**src/rtl/core/dllc_pkg.sv**
```systemverilog
// Shared types, sizes and command codes for the linked-list cursor core.
// No dependencies; used by the core and the port checker.
`default_nettype none

package dllc_pkg;

    // pool size and stored word width
    localparam int NODES      = 16;
    localparam int DATA_WIDTH = 32;

    // port field widths
    localparam int CMD_W = 4;
    localparam int IN_W  = 32;
    localparam int OUT_W = 32;

    // node address, node index (one more code for null) and kept word width
    localparam int AW = $clog2(NODES);
    localparam int IW = $clog2(NODES + 1);
    localparam int SW = (DATA_WIDTH < IN_W) ? DATA_WIDTH : IN_W;

    localparam logic [IW-1:0] NIL = IW'(NODES);

    typedef enum logic [CMD_W-1:0] {
        CMD_FIRST       = 4'd0,
        CMD_NEXT        = 4'd1,
        CMD_LAST        = 4'd2,
        CMD_PREV        = 4'd3,
        CMD_PUSH_FRONT  = 4'd4,
        CMD_PUSH_BACK   = 4'd5,
        CMD_PUSH_AFTER  = 4'd6,
        CMD_POP_FRONT   = 4'd7,
        CMD_POP_BACK    = 4'd8,
        CMD_POP_CURSOR  = 4'd9,
        CMD_CLEAR       = 4'd10
    } cmd_t;

    typedef enum logic [1:0] {
        ST_OK    = 2'd0,
        ST_EMPTY = 2'd1,
        ST_FULL  = 2'd2
    } status_t;

    function automatic logic is_node(input logic [IW-1:0] idx);
        return idx < NIL;
    endfunction

endpackage

`default_nettype wire

```
**src/rtl/core/dllc_ram.sv**
```systemverilog
// Generic single-write, single-read RAM with a registered read port.
// No dependencies; holds node words, links and the free-node stack.
`default_nettype none

module dllc_ram #(
    parameter int WIDTH = 8,
    parameter int DEPTH = 16
) (
    input  wire logic                     clk,
    input  wire logic                     we,
    input  wire logic [$clog2(DEPTH)-1:0] waddr,
    input  wire logic [WIDTH-1:0]         wdata,
    input  wire logic [$clog2(DEPTH)-1:0] raddr,
    output logic      [WIDTH-1:0]         rdata
);

    logic [WIDTH-1:0] mem [DEPTH];

    always_ff @(posedge clk)
    begin
        if (we)
        begin
            mem[waddr] <= wdata;
        end
        rdata <= mem[raddr];
    end

endmodule

`default_nettype wire

```
**src/rtl/core/doubly_linked_list_cursor_core.sv**
```systemverilog
// Top level of the linked-list cursor core: sequencer around four node RAMs.
// Depends on dllc_pkg and dllc_ram.
`default_nettype none

// One request in, one result out. A request is taken only while the core is
// idle; it passes through S_EVAL and S_DONE, and its result is written into
// the output register as the core leaves S_DONE for idle, where the next
// request can be taken. Next and prev that reach a node also pass through
// S_FETCH (link read, then word read); push_front or push_back onto a
// non-empty list and a push after a live node also pass through S_LINK (the
// neighbour's link is rewritten in a second write on the link RAMs). Every
// RAM has a registered read port. A result waiting at the output does not
// block the next request, only the following hand-over. Node RAMs need no
// initialisation after reset: every node is written when it is allocated.
module doubly_linked_list_cursor_core (
    input  wire logic                      clk,
    input  wire logic                      rst_n,
    input  wire logic                      s_tvalid,
    output logic                           s_tready,
    input  wire logic [dllc_pkg::IN_W-1:0] s_tdata,   // [31:0] data_in
    input  wire logic [dllc_pkg::CMD_W-1:0] s_tuser,  // [3:0] command
    output logic                           m_tvalid,
    input  wire logic                      m_tready,
    output logic [dllc_pkg::OUT_W-1:0]     m_tdata,   // [31:0] data_out
    output logic [2:0]                     m_tuser    // [0] has_data, [2:1] status
);

    typedef enum logic [2:0] {
        S_IDLE,
        S_EVAL,
        S_FETCH,
        S_LINK,
        S_DONE
    } state_t;

    localparam int AW = dllc_pkg::AW;
    localparam int IW = dllc_pkg::IW;
    localparam int DW = dllc_pkg::DATA_WIDTH;
    localparam int SW = dllc_pkg::SW;

    state_t                   state_reg, state_next;
    dllc_pkg::cmd_t           cmd_reg, cmd_next;
    logic [SW-1:0]            word_reg, word_next;
    logic [IW-1:0]            subj_reg, subj_next;
    logic [IW-1:0]            node_reg, node_next;
    logic [IW-1:0]            link_reg, link_next;
    logic [IW-1:0]            head_reg, head_next;
    logic [IW-1:0]            tail_reg, tail_next;
    logic [IW-1:0]            cursor_reg, cursor_next;
    logic [IW-1:0]            fresh_reg, fresh_next;
    logic [IW-1:0]            free_depth_reg, free_depth_next;
    logic [dllc_pkg::OUT_W-1:0] res_data_reg, res_data_next;
    logic                     res_has_reg, res_has_next;
    dllc_pkg::status_t        res_status_reg, res_status_next;
    logic                     out_valid_reg, out_valid_next;
    logic [dllc_pkg::OUT_W-1:0] out_data_reg, out_data_next;
    logic                     out_has_reg, out_has_next;
    dllc_pkg::status_t        out_status_reg, out_status_next;

    // RAM ports
    logic          d_we, n_we, p_we, f_we;
    logic [AW-1:0] d_waddr, n_waddr, p_waddr, f_waddr;
    logic [AW-1:0] d_raddr, n_raddr, p_raddr, f_raddr;
    logic [DW-1:0] d_wdata, d_rdata;
    logic [IW-1:0] n_wdata, n_rdata, p_wdata, p_rdata;
    logic [AW-1:0] f_wdata, f_rdata;

    dllc_pkg::cmd_t cmd_in;
    logic [IW-1:0]  subj_sel;
    logic [IW-1:0]  alloc_idx;
    logic [IW-1:0]  step_idx;
    logic           pool_full;
    logic           subj_ok;

    dllc_ram #(.WIDTH(DW), .DEPTH(dllc_pkg::NODES)) u_data_ram (
        .clk(clk), .we(d_we), .waddr(d_waddr), .wdata(d_wdata),
        .raddr(d_raddr), .rdata(d_rdata)
    );

    dllc_ram #(.WIDTH(IW), .DEPTH(dllc_pkg::NODES)) u_next_ram (
        .clk(clk), .we(n_we), .waddr(n_waddr), .wdata(n_wdata),
        .raddr(n_raddr), .rdata(n_rdata)
    );

    dllc_ram #(.WIDTH(IW), .DEPTH(dllc_pkg::NODES)) u_prev_ram (
        .clk(clk), .we(p_we), .waddr(p_waddr), .wdata(p_wdata),
        .raddr(p_raddr), .rdata(p_rdata)
    );

    dllc_ram #(.WIDTH(AW), .DEPTH(dllc_pkg::NODES)) u_free_ram (
        .clk(clk), .we(f_we), .waddr(f_waddr), .wdata(f_wdata),
        .raddr(f_raddr), .rdata(f_rdata)
    );

    assign cmd_in    = dllc_pkg::cmd_t'(s_tuser);
    assign alloc_idx = (free_depth_reg != '0) ? IW'(f_rdata) : fresh_reg;
    assign pool_full = (free_depth_reg == '0) && (fresh_reg >= dllc_pkg::NIL);
    assign subj_ok   = dllc_pkg::is_node(subj_reg);
    assign step_idx  = (cmd_reg == dllc_pkg::CMD_NEXT) ? n_rdata : p_rdata;

    // node each command starts from
    always_comb
    begin
        unique case (cmd_in) inside
            dllc_pkg::CMD_FIRST, dllc_pkg::CMD_PUSH_FRONT, dllc_pkg::CMD_POP_FRONT:
                subj_sel = head_reg;
            dllc_pkg::CMD_LAST, dllc_pkg::CMD_PUSH_BACK, dllc_pkg::CMD_POP_BACK:
                subj_sel = tail_reg;
            dllc_pkg::CMD_NEXT, dllc_pkg::CMD_PREV, dllc_pkg::CMD_PUSH_AFTER,
            dllc_pkg::CMD_POP_CURSOR:
                subj_sel = cursor_reg;
            default:
                subj_sel = dllc_pkg::NIL;
        endcase
    end

    always_comb
    begin
        state_next      = state_reg;
        cmd_next        = cmd_reg;
        word_next       = word_reg;
        subj_next       = subj_reg;
        node_next       = node_reg;
        link_next       = link_reg;
        head_next       = head_reg;
        tail_next       = tail_reg;
        cursor_next     = cursor_reg;
        fresh_next      = fresh_reg;
        free_depth_next = free_depth_reg;
        res_data_next   = res_data_reg;
        res_has_next    = res_has_reg;
        res_status_next = res_status_reg;
        out_valid_next  = out_valid_reg && !m_tready;
        out_data_next   = out_data_reg;
        out_has_next    = out_has_reg;
        out_status_next = out_status_reg;

        d_we    = 1'b0;
        n_we    = 1'b0;
        p_we    = 1'b0;
        f_we    = 1'b0;
        d_waddr = node_reg[AW-1:0];
        n_waddr = node_reg[AW-1:0];
        p_waddr = node_reg[AW-1:0];
        f_waddr = AW'(free_depth_reg);
        d_wdata = DW'(word_reg);
        n_wdata = dllc_pkg::NIL;
        p_wdata = dllc_pkg::NIL;
        f_wdata = subj_reg[AW-1:0];
        d_raddr = subj_sel[AW-1:0];
        n_raddr = subj_sel[AW-1:0];
        p_raddr = subj_sel[AW-1:0];
        f_raddr = AW'(free_depth_reg - 1'b1);

        unique case (state_reg)
            S_IDLE:
            begin
                if (s_tvalid)
                begin
                    cmd_next   = cmd_in;
                    word_next  = s_tdata[SW-1:0];
                    subj_next  = subj_sel;
                    state_next = S_EVAL;
                end
            end

            S_EVAL:
            begin
                res_data_next   = '0;
                res_has_next    = 1'b0;
                res_status_next = dllc_pkg::ST_OK;
                state_next      = S_DONE;
                d_raddr         = step_idx[AW-1:0];

                unique case (cmd_reg) inside
                    dllc_pkg::CMD_FIRST, dllc_pkg::CMD_LAST:
                    begin
                        if (subj_ok)
                        begin
                            cursor_next   = subj_reg;
                            res_data_next = dllc_pkg::OUT_W'(d_rdata[SW-1:0]);
                            res_has_next  = 1'b1;
                        end
                        else
                        begin
                            res_status_next = dllc_pkg::ST_EMPTY;
                        end
                    end

                    dllc_pkg::CMD_NEXT, dllc_pkg::CMD_PREV:
                    begin
                        if (subj_ok && dllc_pkg::is_node(step_idx))
                        begin
                            cursor_next = step_idx;
                            state_next  = S_FETCH;
                        end
                        else
                        begin
                            res_status_next = dllc_pkg::ST_EMPTY;
                        end
                    end

                    dllc_pkg::CMD_PUSH_FRONT:
                    begin
                        if (pool_full)
                        begin
                            res_status_next = dllc_pkg::ST_FULL;
                        end
                        else
                        begin
                            node_next = alloc_idx;
                            d_we      = 1'b1;
                            n_we      = 1'b1;
                            p_we      = 1'b1;
                            d_waddr   = alloc_idx[AW-1:0];
                            n_waddr   = alloc_idx[AW-1:0];
                            p_waddr   = alloc_idx[AW-1:0];
                            n_wdata   = head_reg;
                            head_next = alloc_idx;
                            link_next = head_reg;
                            if (free_depth_reg != '0)
                                free_depth_next = free_depth_reg - 1'b1;
                            else
                                fresh_next = fresh_reg + 1'b1;
                            if (dllc_pkg::is_node(head_reg))
                                state_next = S_LINK;
                            else
                                tail_next = alloc_idx;
                        end
                    end

                    dllc_pkg::CMD_PUSH_BACK, dllc_pkg::CMD_PUSH_AFTER:
                    begin
                        if (cmd_reg == dllc_pkg::CMD_PUSH_AFTER && !subj_ok)
                        begin
                            res_status_next = dllc_pkg::ST_EMPTY;
                        end
                        else if (pool_full)
                        begin
                            res_status_next = dllc_pkg::ST_FULL;
                        end
                        else
                        begin
                            cursor_next = subj_reg;
                            node_next   = alloc_idx;
                            d_we        = 1'b1;
                            n_we        = 1'b1;
                            p_we        = 1'b1;
                            d_waddr     = alloc_idx[AW-1:0];
                            n_waddr     = alloc_idx[AW-1:0];
                            p_waddr     = alloc_idx[AW-1:0];
                            if (free_depth_reg != '0)
                                free_depth_next = free_depth_reg - 1'b1;
                            else
                                fresh_next = fresh_reg + 1'b1;
                            if (subj_ok)
                            begin
                                // splice between subject and its old successor
                                n_wdata    = n_rdata;
                                p_wdata    = subj_reg;
                                link_next  = n_rdata;
                                state_next = S_LINK;
                                if (!dllc_pkg::is_node(n_rdata))
                                    tail_next = alloc_idx;
                            end
                            else
                            begin
                                head_next = alloc_idx;
                                tail_next = alloc_idx;
                            end
                        end
                    end

                    dllc_pkg::CMD_POP_FRONT, dllc_pkg::CMD_POP_BACK,
                    dllc_pkg::CMD_POP_CURSOR:
                    begin
                        cursor_next = subj_reg;
                        if (subj_ok)
                        begin
                            res_data_next = dllc_pkg::OUT_W'(d_rdata[SW-1:0]);
                            res_has_next  = 1'b1;
                            cursor_next   = n_rdata;
                            n_waddr       = p_rdata[AW-1:0];
                            n_wdata       = n_rdata;
                            p_waddr       = n_rdata[AW-1:0];
                            p_wdata       = p_rdata;
                            if (dllc_pkg::is_node(p_rdata))
                                n_we = 1'b1;
                            else
                                head_next = n_rdata;
                            if (dllc_pkg::is_node(n_rdata))
                                p_we = 1'b1;
                            else
                                tail_next = p_rdata;
                            if (free_depth_reg < dllc_pkg::NIL)
                            begin
                                f_we            = 1'b1;
                                free_depth_next = free_depth_reg + 1'b1;
                            end
                        end
                        else
                        begin
                            res_status_next = dllc_pkg::ST_EMPTY;
                        end
                    end

                    dllc_pkg::CMD_CLEAR:
                    begin
                        head_next       = dllc_pkg::NIL;
                        tail_next       = dllc_pkg::NIL;
                        cursor_next     = dllc_pkg::NIL;
                        fresh_next      = '0;
                        free_depth_next = '0;
                    end

                    default:
                    begin
                    end
                endcase
            end

            S_FETCH:
            begin
                res_data_next = dllc_pkg::OUT_W'(d_rdata[SW-1:0]);
                res_has_next  = 1'b1;
                state_next    = S_DONE;
            end

            S_LINK:
            begin
                // second link write: old neighbours now point at the new node
                n_waddr    = subj_reg[AW-1:0];
                n_wdata    = node_reg;
                n_we       = (cmd_reg != dllc_pkg::CMD_PUSH_FRONT);
                p_waddr    = link_reg[AW-1:0];
                p_wdata    = node_reg;
                p_we       = dllc_pkg::is_node(link_reg);
                state_next = S_DONE;
            end

            S_DONE:
            begin
                if (!out_valid_reg || m_tready)
                begin
                    out_valid_next  = 1'b1;
                    out_data_next   = res_data_reg;
                    out_has_next    = res_has_reg;
                    out_status_next = res_status_reg;
                    state_next      = S_IDLE;
                end
            end

            default:
            begin
                state_next = S_IDLE;
            end
        endcase
    end

    always_ff @(posedge clk or negedge rst_n)
    begin
        if (!rst_n)
        begin
            state_reg      <= S_IDLE;
            cmd_reg        <= dllc_pkg::CMD_CLEAR;
            word_reg       <= '0;
            subj_reg       <= dllc_pkg::NIL;
            node_reg       <= dllc_pkg::NIL;
            link_reg       <= dllc_pkg::NIL;
            head_reg       <= dllc_pkg::NIL;
            tail_reg       <= dllc_pkg::NIL;
            cursor_reg     <= dllc_pkg::NIL;
            fresh_reg      <= '0;
            free_depth_reg <= '0;
            res_data_reg   <= '0;
            res_has_reg    <= 1'b0;
            res_status_reg <= dllc_pkg::ST_OK;
            out_valid_reg  <= 1'b0;
            out_data_reg   <= '0;
            out_has_reg    <= 1'b0;
            out_status_reg <= dllc_pkg::ST_OK;
        end
        else
        begin
            state_reg      <= state_next;
            cmd_reg        <= cmd_next;
            word_reg       <= word_next;
            subj_reg       <= subj_next;
            node_reg       <= node_next;
            link_reg       <= link_next;
            head_reg       <= head_next;
            tail_reg       <= tail_next;
            cursor_reg     <= cursor_next;
            fresh_reg      <= fresh_next;
            free_depth_reg <= free_depth_next;
            res_data_reg   <= res_data_next;
            res_has_reg    <= res_has_next;
            res_status_reg <= res_status_next;
            out_valid_reg  <= out_valid_next;
            out_data_reg   <= out_data_next;
            out_has_reg    <= out_has_next;
            out_status_reg <= out_status_next;
        end
    end

    assign s_tready = (state_reg == S_IDLE);
    assign m_tvalid = out_valid_reg;
    assign m_tdata  = out_data_reg;
    assign m_tuser  = {out_status_reg, out_has_reg};

endmodule

`default_nettype wire

```
**config.mk**
```make
export PLATFORM = sky130hd
export DESIGN_NAME = doubly_linked_list_cursor_core
export DESIGN_NICKNAME = d
export VERILOG_FILES = /design/src/rtl/core/dllc_pkg.sv /design/src/rtl/core/dllc_ram.sv /design/src/rtl/core/doubly_linked_list_cursor_core.sv
export SDC_FILE = /design/constraint.sdc
export NUM_CORES = 1
export LEC_CHECK = 0
export BUFFER_PORTS_ARGS = -buffer_cell sky130_fd_sc_hd__buf_2
export CAP_MARGIN = 20
export CORE_AREA = 2 2 225 338
export CTS_CLUSTER_DIAMETER = 60
export CTS_CLUSTER_SIZE = 12
export DETAILED_ROUTE_END_ITERATION = 12
export DIE_AREA = 0 0 227 340
export MAX_ROUTING_LAYER = met4
export PLACE_DENSITY = 0.66
export SYNTH_ARGS = -nofsm -noshare
export SYNTH_HDL_FRONTEND = slang
export SYNTH_SLANG_ARGS = --single-unit
```
**constraint.sdc**
```tcl
create_clock -name clk -period 4.6 [get_ports clk]
set_input_delay 0.46 -clock clk [delete_from_list [all_inputs] [get_ports clk]]
set_output_delay 0.46 -clock clk [all_outputs]
set_load 0.03 [all_outputs]
```
; ---- Word level (Yosys, flattened, before mapping)
; Memories as Yosys holds them, arrays and structs flattened. A register that Yosys moved wholly into a read port is not among the register bits.
; Cells that the tools add are included.
[word_totals]
input_bits = 40
out_inout_bits = 37
register_bits = 150
elab_cells = 222
ram_bits = 736
mem_count = 4
[memory_table]
columns = memory, depth, width, rd, rd_ports_with_merged_regs, wr, line_no
row1 = u_data_ram.mem, 16, 32, 1, 1, 1, dllc_ram.sv:17  ; logic [WIDTH-1:0] mem [DEPTH];
row2 = u_next_ram.mem, 16, 5, 1, 1, 1, dllc_ram.sv:17
row3 = u_prev_ram.mem, 16, 5, 1, 1, 1, dllc_ram.sv:17
row4 = u_free_ram.mem, 16, 4, 1, 1, 1, dllc_ram.sv:17
[classes]
n_eq_ne = 39
reduce_logical = 37
n_lt_le_gt_ge = 8
mux = 113
add_sub_neg = 3
[op_table]
columns = cell, count
row1 = 5-bit 2-to-1 mux, 43
row2 = 32-bit 2-to-1 mux, 2
row3 = 32-bit case mux with 2 select lines, 1
row4 = 5-bit case mux with 4 select lines, 3
row5 = 5-bit case mux with 2 select lines, 5
row6 = 5-bit case mux with 3 select lines, 3
row7 = "5-bit less-than comparator, second input constant", 7
row8 = "4-bit by 3-bit == test with 1-bit output, second input constant", 8
row9 = "2-bit != test, second input constant", 14
row10 = 1-bit 2-to-1 mux, 25
row11 = 5-bit case mux with 5 select lines, 1
row12 = 3-bit 2-to-1 mux, 8
row13 = 4-bit 2-to-1 mux, 6
row14 = 4-bit case mux with 2 select lines, 3
row15 = 4-bit case mux with 3 select lines, 2
row16 = "4-bit == test, second input constant", 5
row17 = "4-bit by 2-bit == test with 1-bit output, second input constant", 4
row18 = 3-bit case mux with 4 select lines, 1
row19 = 6-bit AND reduction, 2
row20 = "5-bit by 1-bit adder with 5-bit output, second input constant", 2
row21 = 5-bit nonzero test, 2
row22 = 3-bit case mux with 3 select lines, 1
row23 = 9-bit AND reduction, 1
row24 = 3-bit OR reduction, 3
row25 = other kinds (28), 48

; ---- Depth between registers and ports, before layout
[depth]
depth_word = 8
depth_mapped = 11
depth_no_buf = 9

; ---- Modules after synthesis
; Synthesis repeated with hierarchy kept, for this count alone.
[hier_totals]
cells_unflattened = 2030
area_unflattened_um2 = 36351.1
[modules_own_cells]
columns = mod, cells_each, area_per_inst_um2, seq_area_each_um2, instances
row1 = dllc_ram (u_data_ram), 838, 19835.3, 16015.4, 1
row2 = doubly_linked_list_cursor_core, 752, 7423.4, 3763.6, 1
row3 = dllc_ram (u_next_ram ...), 155, 3213.1, 2502.4, 2
row4 = dllc_ram (u_free_ram), 130, 2666.3, 2001.9, 1

; ---- Worst setup path before layout
; OpenSTA, ideal clock, no wires.
[synth_timing]
path_type = flip-flop to flip-flop
from = reg free_depth_reg[0]
to = mem u_data_ram.mem[1][0] (netlist bit) (enable)
slack_ns = 0.508
setup_ns = 0.421
t_required_ns = 4.179
n_path_buf = 1
stages_incl_launch_ff = 11
t_arrival_ns = 3.671
synth_period_minus_slack_ns = 4.092
cell_sequence = dfrtp_1 -> buf_1 -> inv_1 -> ha_1 -> nor4b_2 -> nand2_2 -> nand3_1 -> a22oi_1 -> inv_1 -> nand2_1 -> nor2_1
[synth_via]
elab_chain_cells = 8
word_cells_on_any_way = 14
cone_classes = mux: 11 / reduce/logical: 3
[synth_lines]
columns = item, line_no
row1 = "start, declared", doubly_linked_list_cursor_core.sv:51  ; logic [IW-1:0] free_depth_reg, free_depth_next;
row2 = "start signal, assigned", doubly_linked_list_cursor_core.sv:395  ; free_depth_reg <= free_depth_next;
row3 = 5-bit logical NOT, doubly_linked_list_cursor_core.sv:97  ; assign pool_full = (free_depth_reg == '0) && (fresh_reg >= dllc_pkg::NIL);
row4 = 1-bit logical AND, doubly_linked_list_cursor_core.sv:97
row5 = 1-bit 2-to-1 mux, "doubly_linked_list_cursor_core.sv:205, doubly_linked_list_cursor_core.sv:238"
row6 = 1-bit 2-to-1 mux, doubly_linked_list_cursor_core.sv:234  ; if (cmd_reg == dllc_pkg::CMD_PUSH_AFTER && !subj_ok)
row7 = 1-bit case mux with 2 select lines, doubly_linked_list_cursor_core.sv:175  ; unique case (cmd_reg) inside
row8 = 1-bit 2-to-1 mux, doubly_linked_list_cursor_core.sv:155  ; unique case (state_reg)
row9 = 1-bit 2-to-1 mux, dllc_ram.sv:21  ; if (we)
row10 = 1-bit 2-to-1 mux (implied by the code), dllc_ram.sv:23  ; mem[waddr] <= wdata;
row11 = "end, declared", dllc_ram.sv:17
; Several ways; a longest one is shown, not always the timed one.

; ---- Worst setup path in the final report
[layout_timing]
from = reg free_depth_reg[1]
to = mem u_data_ram.mem[5][11] (netlist bit) (enable)
; The elaborated chain is that of the path after synthesis.

==> Flow_metrics.wiki <==
{| class="wikitable"
! Metric !! Value
|-
| Clock sink count || roughly 930
|-
| Number of detailed-route iterations in the first pass || 5
|-
| Cell Area, Synth || 0.0369 sq mm
|-
| Crit path setup slack, layout || 0.748 ns
|-
| Final Hold Vio Count || 0
|-
| Most used cell, CP || sky130_fd_sc_hd__inv_1
|-
| Final RePlAce weighted congestion || approximately 0.91
|-
| Clock transition at path regs || 0.06 ns
|-
| Placed instance count || approximately 3,200
|-
| Class of the most critical hold timing path || in -> reg
|-
| Number of buffers on the longest clock path || 3
|-
| Regs by FF count || u_data_ram.mem x512, u_next_ram.mem x80, u_prev_ram.mem x80
|-
| Initial antenna violation count || 0
|-
| Max-slew violation total from the final report || 0
|-
| CTS-repair resized insts || 0
|-
| Starting DRT DRC Count || roughly 1,900
|-
| Post-Synthesis Mean Instance Area || approximately 17 sq um
|-
| Ports placed on the boundary || 77
|-
| Nets in the synthesized netlist || about 2,300
|-
| Cell at the slowest stage of the critical path || sky130_fd_sc_hd__nor4b_2
|-
| Register with the most flip-flops || u_data_ram.mem
|-
| Post-CTS Hold Buffers || 1
|-
| Required @ worst endpoint || 4.94 ns
|-
| Storage element area || 0.0268 sq mm
|-
| Design Power || roughly 26,000 uW
|-
| Maximum number of pins on one net before global-route repair || 88
|-
| Post-synthesis xor/xnor area fraction || less than 1%
|-
| Startpoint type of the worst setup path || register
|-
| CTS tree || built
|-
| Top cell family by delay on the critical path || simple AND/OR/NAND/NOR gates
|-
| Leakage power summed over all cells || ~0.015 uW
|-
| Slowest stage delay, CP || approximately 0.76 ns
|-
| CP Buf/Inv Count || 3
|-
| Number of vias per cell after detailed routing || roughly 6
|-
| Layout cell share with drive strength beyond 1 || between 15 and 20%
|-
| Setup repair after global routing missed its margin || no
|-
| GRT Util Overall || between 20% and 30%
|-
| Maximum fanout encountered on the critical timing path || 13
|-
| Type of destination of the critical path || register
|-
| Multiplexer share of the synthesized area || between 10% and 20%
|-
| Proportion of register bits with asynchronous set or reset after synthesis || roughly 16%
|-
| Portion of synthesized cell area occupied by the leading cell type || approximately three fifths
|-
| Insertion delay of the later-clocked pin in the worst-skew pair || ~0.65 ns
|-
| Power density cells || approximately 630 mW/mm^2
|-
| HPWL after detailed placement || ~53,000 microns
|-
| Antenna viol nets, final || 0
|-
| Max-Slew Margin vs Limit || a little under two fifths
|-
| Die ar. || slightly below 0.08 sq mm
|-
| Height of the die || 340 microns
|-
| Multi-input combinational cell area || around 0.0095 sq mm
|-
| Number of flops mapped to enable cells by yosys || 736
|-
| Final Critical Period || between 3 and 4 ns
|-
| Number of unique standard cell types used by synthesis || a little over 80
|-
| Post-synthesis instance total || around 2,200
|-
| Library cell with the largest summed area after synthesis || sky130_fd_sc_hd__edfxtp_1
|-
| Number of warnings reported in the yosys synthesis log || 0
|-
| Hold WS || ~0.044 ns
|-
| Data arrival time of the worst path || ~4.2 ns
|-
| Overall via count from detail_route || 20,400
|-
| Sum of negative setup slack || 0 ns
|-
| Antenna cell count || 0
|-
| Flip-flop and latch count after synthesis || between 900 and 1,000
|-
| F_max || between 0.2 and 0.3 GHz
|-
| DP Worst Slack || around 0.85 ns
|-
| Post-Route Skew || ~0.036 ns
|-
| Setup fix buffers added after clock tree synthesis || 0
|-
| Horizontal die dimension || between 200 and 250 microns
|-
| Number of remaining DRC errors || 0
|-
| Starting utilization of the core area || 49.6%
|-
| Run status || finished, final reports clean
|-
| Flip-flop count of the largest register, all copies and words added || ~500
|-
| Layout Nets || about 2,400
|-
| Dominant synthesized flop cell || sky130_fd_sc_hd__edfxtp_1
|-
| Clock buffers created by TritonCTS || 89
|-
| Maximum Capacitance Violations || 0
|-
| Synth Area in Compound Gates || approximately 7.1%
|-
| Buffers added on ports || between 70 and 80
|-
| Wire length of the first global-routing pass || 131,000 microns
|-
| Post-route fraction of the period consumed by the critical path || a little over four fifths
|-
| Post-route insts no fill || between 3,000 and 4,000
|-
| Ranking of synthesized cells by area || sky130_fd_sc_hd__edfxtp_1 60%, sky130_fd_sc_hd__dfrtp_1 9.6%, sky130_fd_sc_hd__mux2i_1 8.1%, sky130_fd_sc_hd__mux4_2 3.1%, sky130_fd_sc_hd__o22ai_1 2.7%
|-
| FILL cells || about 5,800
|-
| Remaining global-route overflow || 0
|-
| Main combinational cell family by area after synthesis || multiplexers
|-
| Total number of placement rows || about 120
|-
| Final routed wire length divided by cell count || ~25 microns
|-
| Root Buffer Master || sky130_fd_sc_hd__clkbuf_16
|-
| Count of endpoints failing setup in the final report || 0
|-
| Seq/Total Area, Yosys || between 70% and 80%
|-
| Post-synthesis adder-cell area fraction || less than 1%
|-
| Least-Margin Pin Slew || between 0.9 and 1 ns
|-
| Total wirelength of the detailed-routed design || 86,600 microns
|-
| Placeable core region || ~0.074 sq mm
|-
| Layout overhead on the synthesized area || 12.3%
|-
| Cell-by-cell listing of the critical path || inv_1 -> ha_1 -> nor4b_2 -> nand2_2 -> nand3_1 -> a22oi_1 -> inv_1 -> nand2_1 -> nor2_4 -> buf_12
|-
| Worst vdd ir || between 0.6 and 0.7 mV
|-
| Via count of the first global-routing pass || between 20,000 and 25,000
|-
| Synth Area in Simple Gates || between 4 and 5%
|-
| Count of H-tree levels built during CTS || 3
|-
| Worst setup path category || reg -> reg
|}
[final timing paths]
| check | startpoint | end | slack [ns] | depth (start not counted) |
|---|---|---|---|---|
| max | free_depth_reg[1] | u_data_ram.mem[5][11] | 0.75 | 10 |
| min | s_tdata[24] | d_wdata[24] | 0.04 | 2 |
| max reg2reg | free_depth_reg[1] | u_data_ram.mem[5][11] | 0.75 | 10 |
| min reg2reg | u_data_ram.rdata[3] | res_data_reg[3] | 0.45 | 1 |
| max in group asynchronous | rst_n | d_wdata[5] | 3.24 | 3 |
| min in group asynchronous | rst_n | d_wdata[19] | 0.40 | 2 |
[synthesized netlist by cell type (all sizes together), types with 25 or more instances]
master	instances
a21oi	75
a22o	37
buf	86
clkbuf	34
dfrtp	142
dfxtp	46
edfxtp	736
mux2	71
mux2i	300
mux4	50
nand2	88
nand3	25
nor2	103
o21ai	41
o22ai	160
or4	32
[worst register-to-register path: stages (launching register included)]
cell	delay [ns]
sky130_fd_sc_hd__dfrtp_1	0.46
sky130_fd_sc_hd__inv_1	0.15
sky130_fd_sc_hd__ha_1	0.19
sky130_fd_sc_hd__nor4b_2	0.76
sky130_fd_sc_hd__nand2_2	0.30
sky130_fd_sc_hd__nand3_1	0.29
sky130_fd_sc_hd__a22oi_1	0.18
sky130_fd_sc_hd__inv_1	0.14
sky130_fd_sc_hd__nand2_1	0.26
sky130_fd_sc_hd__nor2_4	0.57
sky130_fd_sc_hd__buf_12	0.24
[layout by cell type, fill, tap and decap left out, types with 8 or more instances in the layout]
master                      synthesis  final
sky130_fd_sc_hd__dfrtp_1          142    142
sky130_fd_sc_hd__nor2_1           103     87
sky130_fd_sc_hd__inv_1             11     11
sky130_fd_sc_hd__or4_1             32     32
sky130_fd_sc_hd__a22oi_1           12     12
sky130_fd_sc_hd__buf_2             32     75
sky130_fd_sc_hd__a21oi_1           74     73
sky130_fd_sc_hd__and2_1            10      9
sky130_fd_sc_hd__mux2i_1          300    300
sky130_fd_sc_hd__nor2_4             0     16
sky130_fd_sc_hd__a22o_1            37     37
sky130_fd_sc_hd__mux2_2            71     71
sky130_fd_sc_hd__a21o_1            12     12
sky130_fd_sc_hd__dfxtp_1           46     46
sky130_fd_sc_hd__nand2_1           87     86
sky130_fd_sc_hd__edfxtp_1         736    736
sky130_fd_sc_hd__a31oi_1            8      8
sky130_fd_sc_hd__nand2b_1          13     13
sky130_fd_sc_hd__clkbuf_1          34     67
sky130_fd_sc_hd__dfstp_2            8      8
sky130_fd_sc_hd__o22ai_1          159    159
sky130_fd_sc_hd__buf_4             22     34
sky130_fd_sc_hd__o21ai_0           38     38
sky130_fd_sc_hd__clkbuf_16          0     91
sky130_fd_sc_hd__nor2b_1            9      9
sky130_fd_sc_hd__nor3_1             9      9
sky130_fd_sc_hd__nand3_1           25     20
sky130_fd_sc_hd__mux4_2            50     50
sky130_fd_sc_hd__buf_12             0     27
[metal layers]
| metal | track usage (%) | share of wire (%) |
|---|---|---|
| met5 | - | 0 |
| met4 | 8.20 | 3.2 |
| met2 | 41.3 | 54 |
| met3 | 2.80 | 4.7 |
| met1 | 27.9 | 39 |
[cells by family (layout without fill, tap and decap cells)]
family,Yosys count,after routing
flip-flops,932,932
multiplexers,421,421
AO/OA/AOI/OAI,395,395
AND/OR/NAND/NOR,328,328
buffers and inverters,132,318
adder cells (fa/ha/maj),7,7
XOR/XNOR,3,3
[stage by stage]
stage	cell area (sq um)	util, %
floorplan	36900	-
global placement	38800	52.1
detailed placement	38800	52.1
CTS	41400	55.6
global route	41400	55.6
finish	41400	55.6
[cell type report]
type	count	share of cell area (%)
Sequential cell	932	64.6
Multi-Input combinational cell	1154	23.0
Clock buffer	159	6.14
Tap cell	1000	3.02
Timing Repair Buffer	138	2.88
Clock inverter	9	0.248
Inverter	12	0.109
[power by group]
part	internal, uW	switching, uW	total, uW
clock network	3750	3030	6780
logic	2850	4060	6910
registers	10800	1440	12200
total	17400	8520	25900
Power figures use the tool's default switching activity.
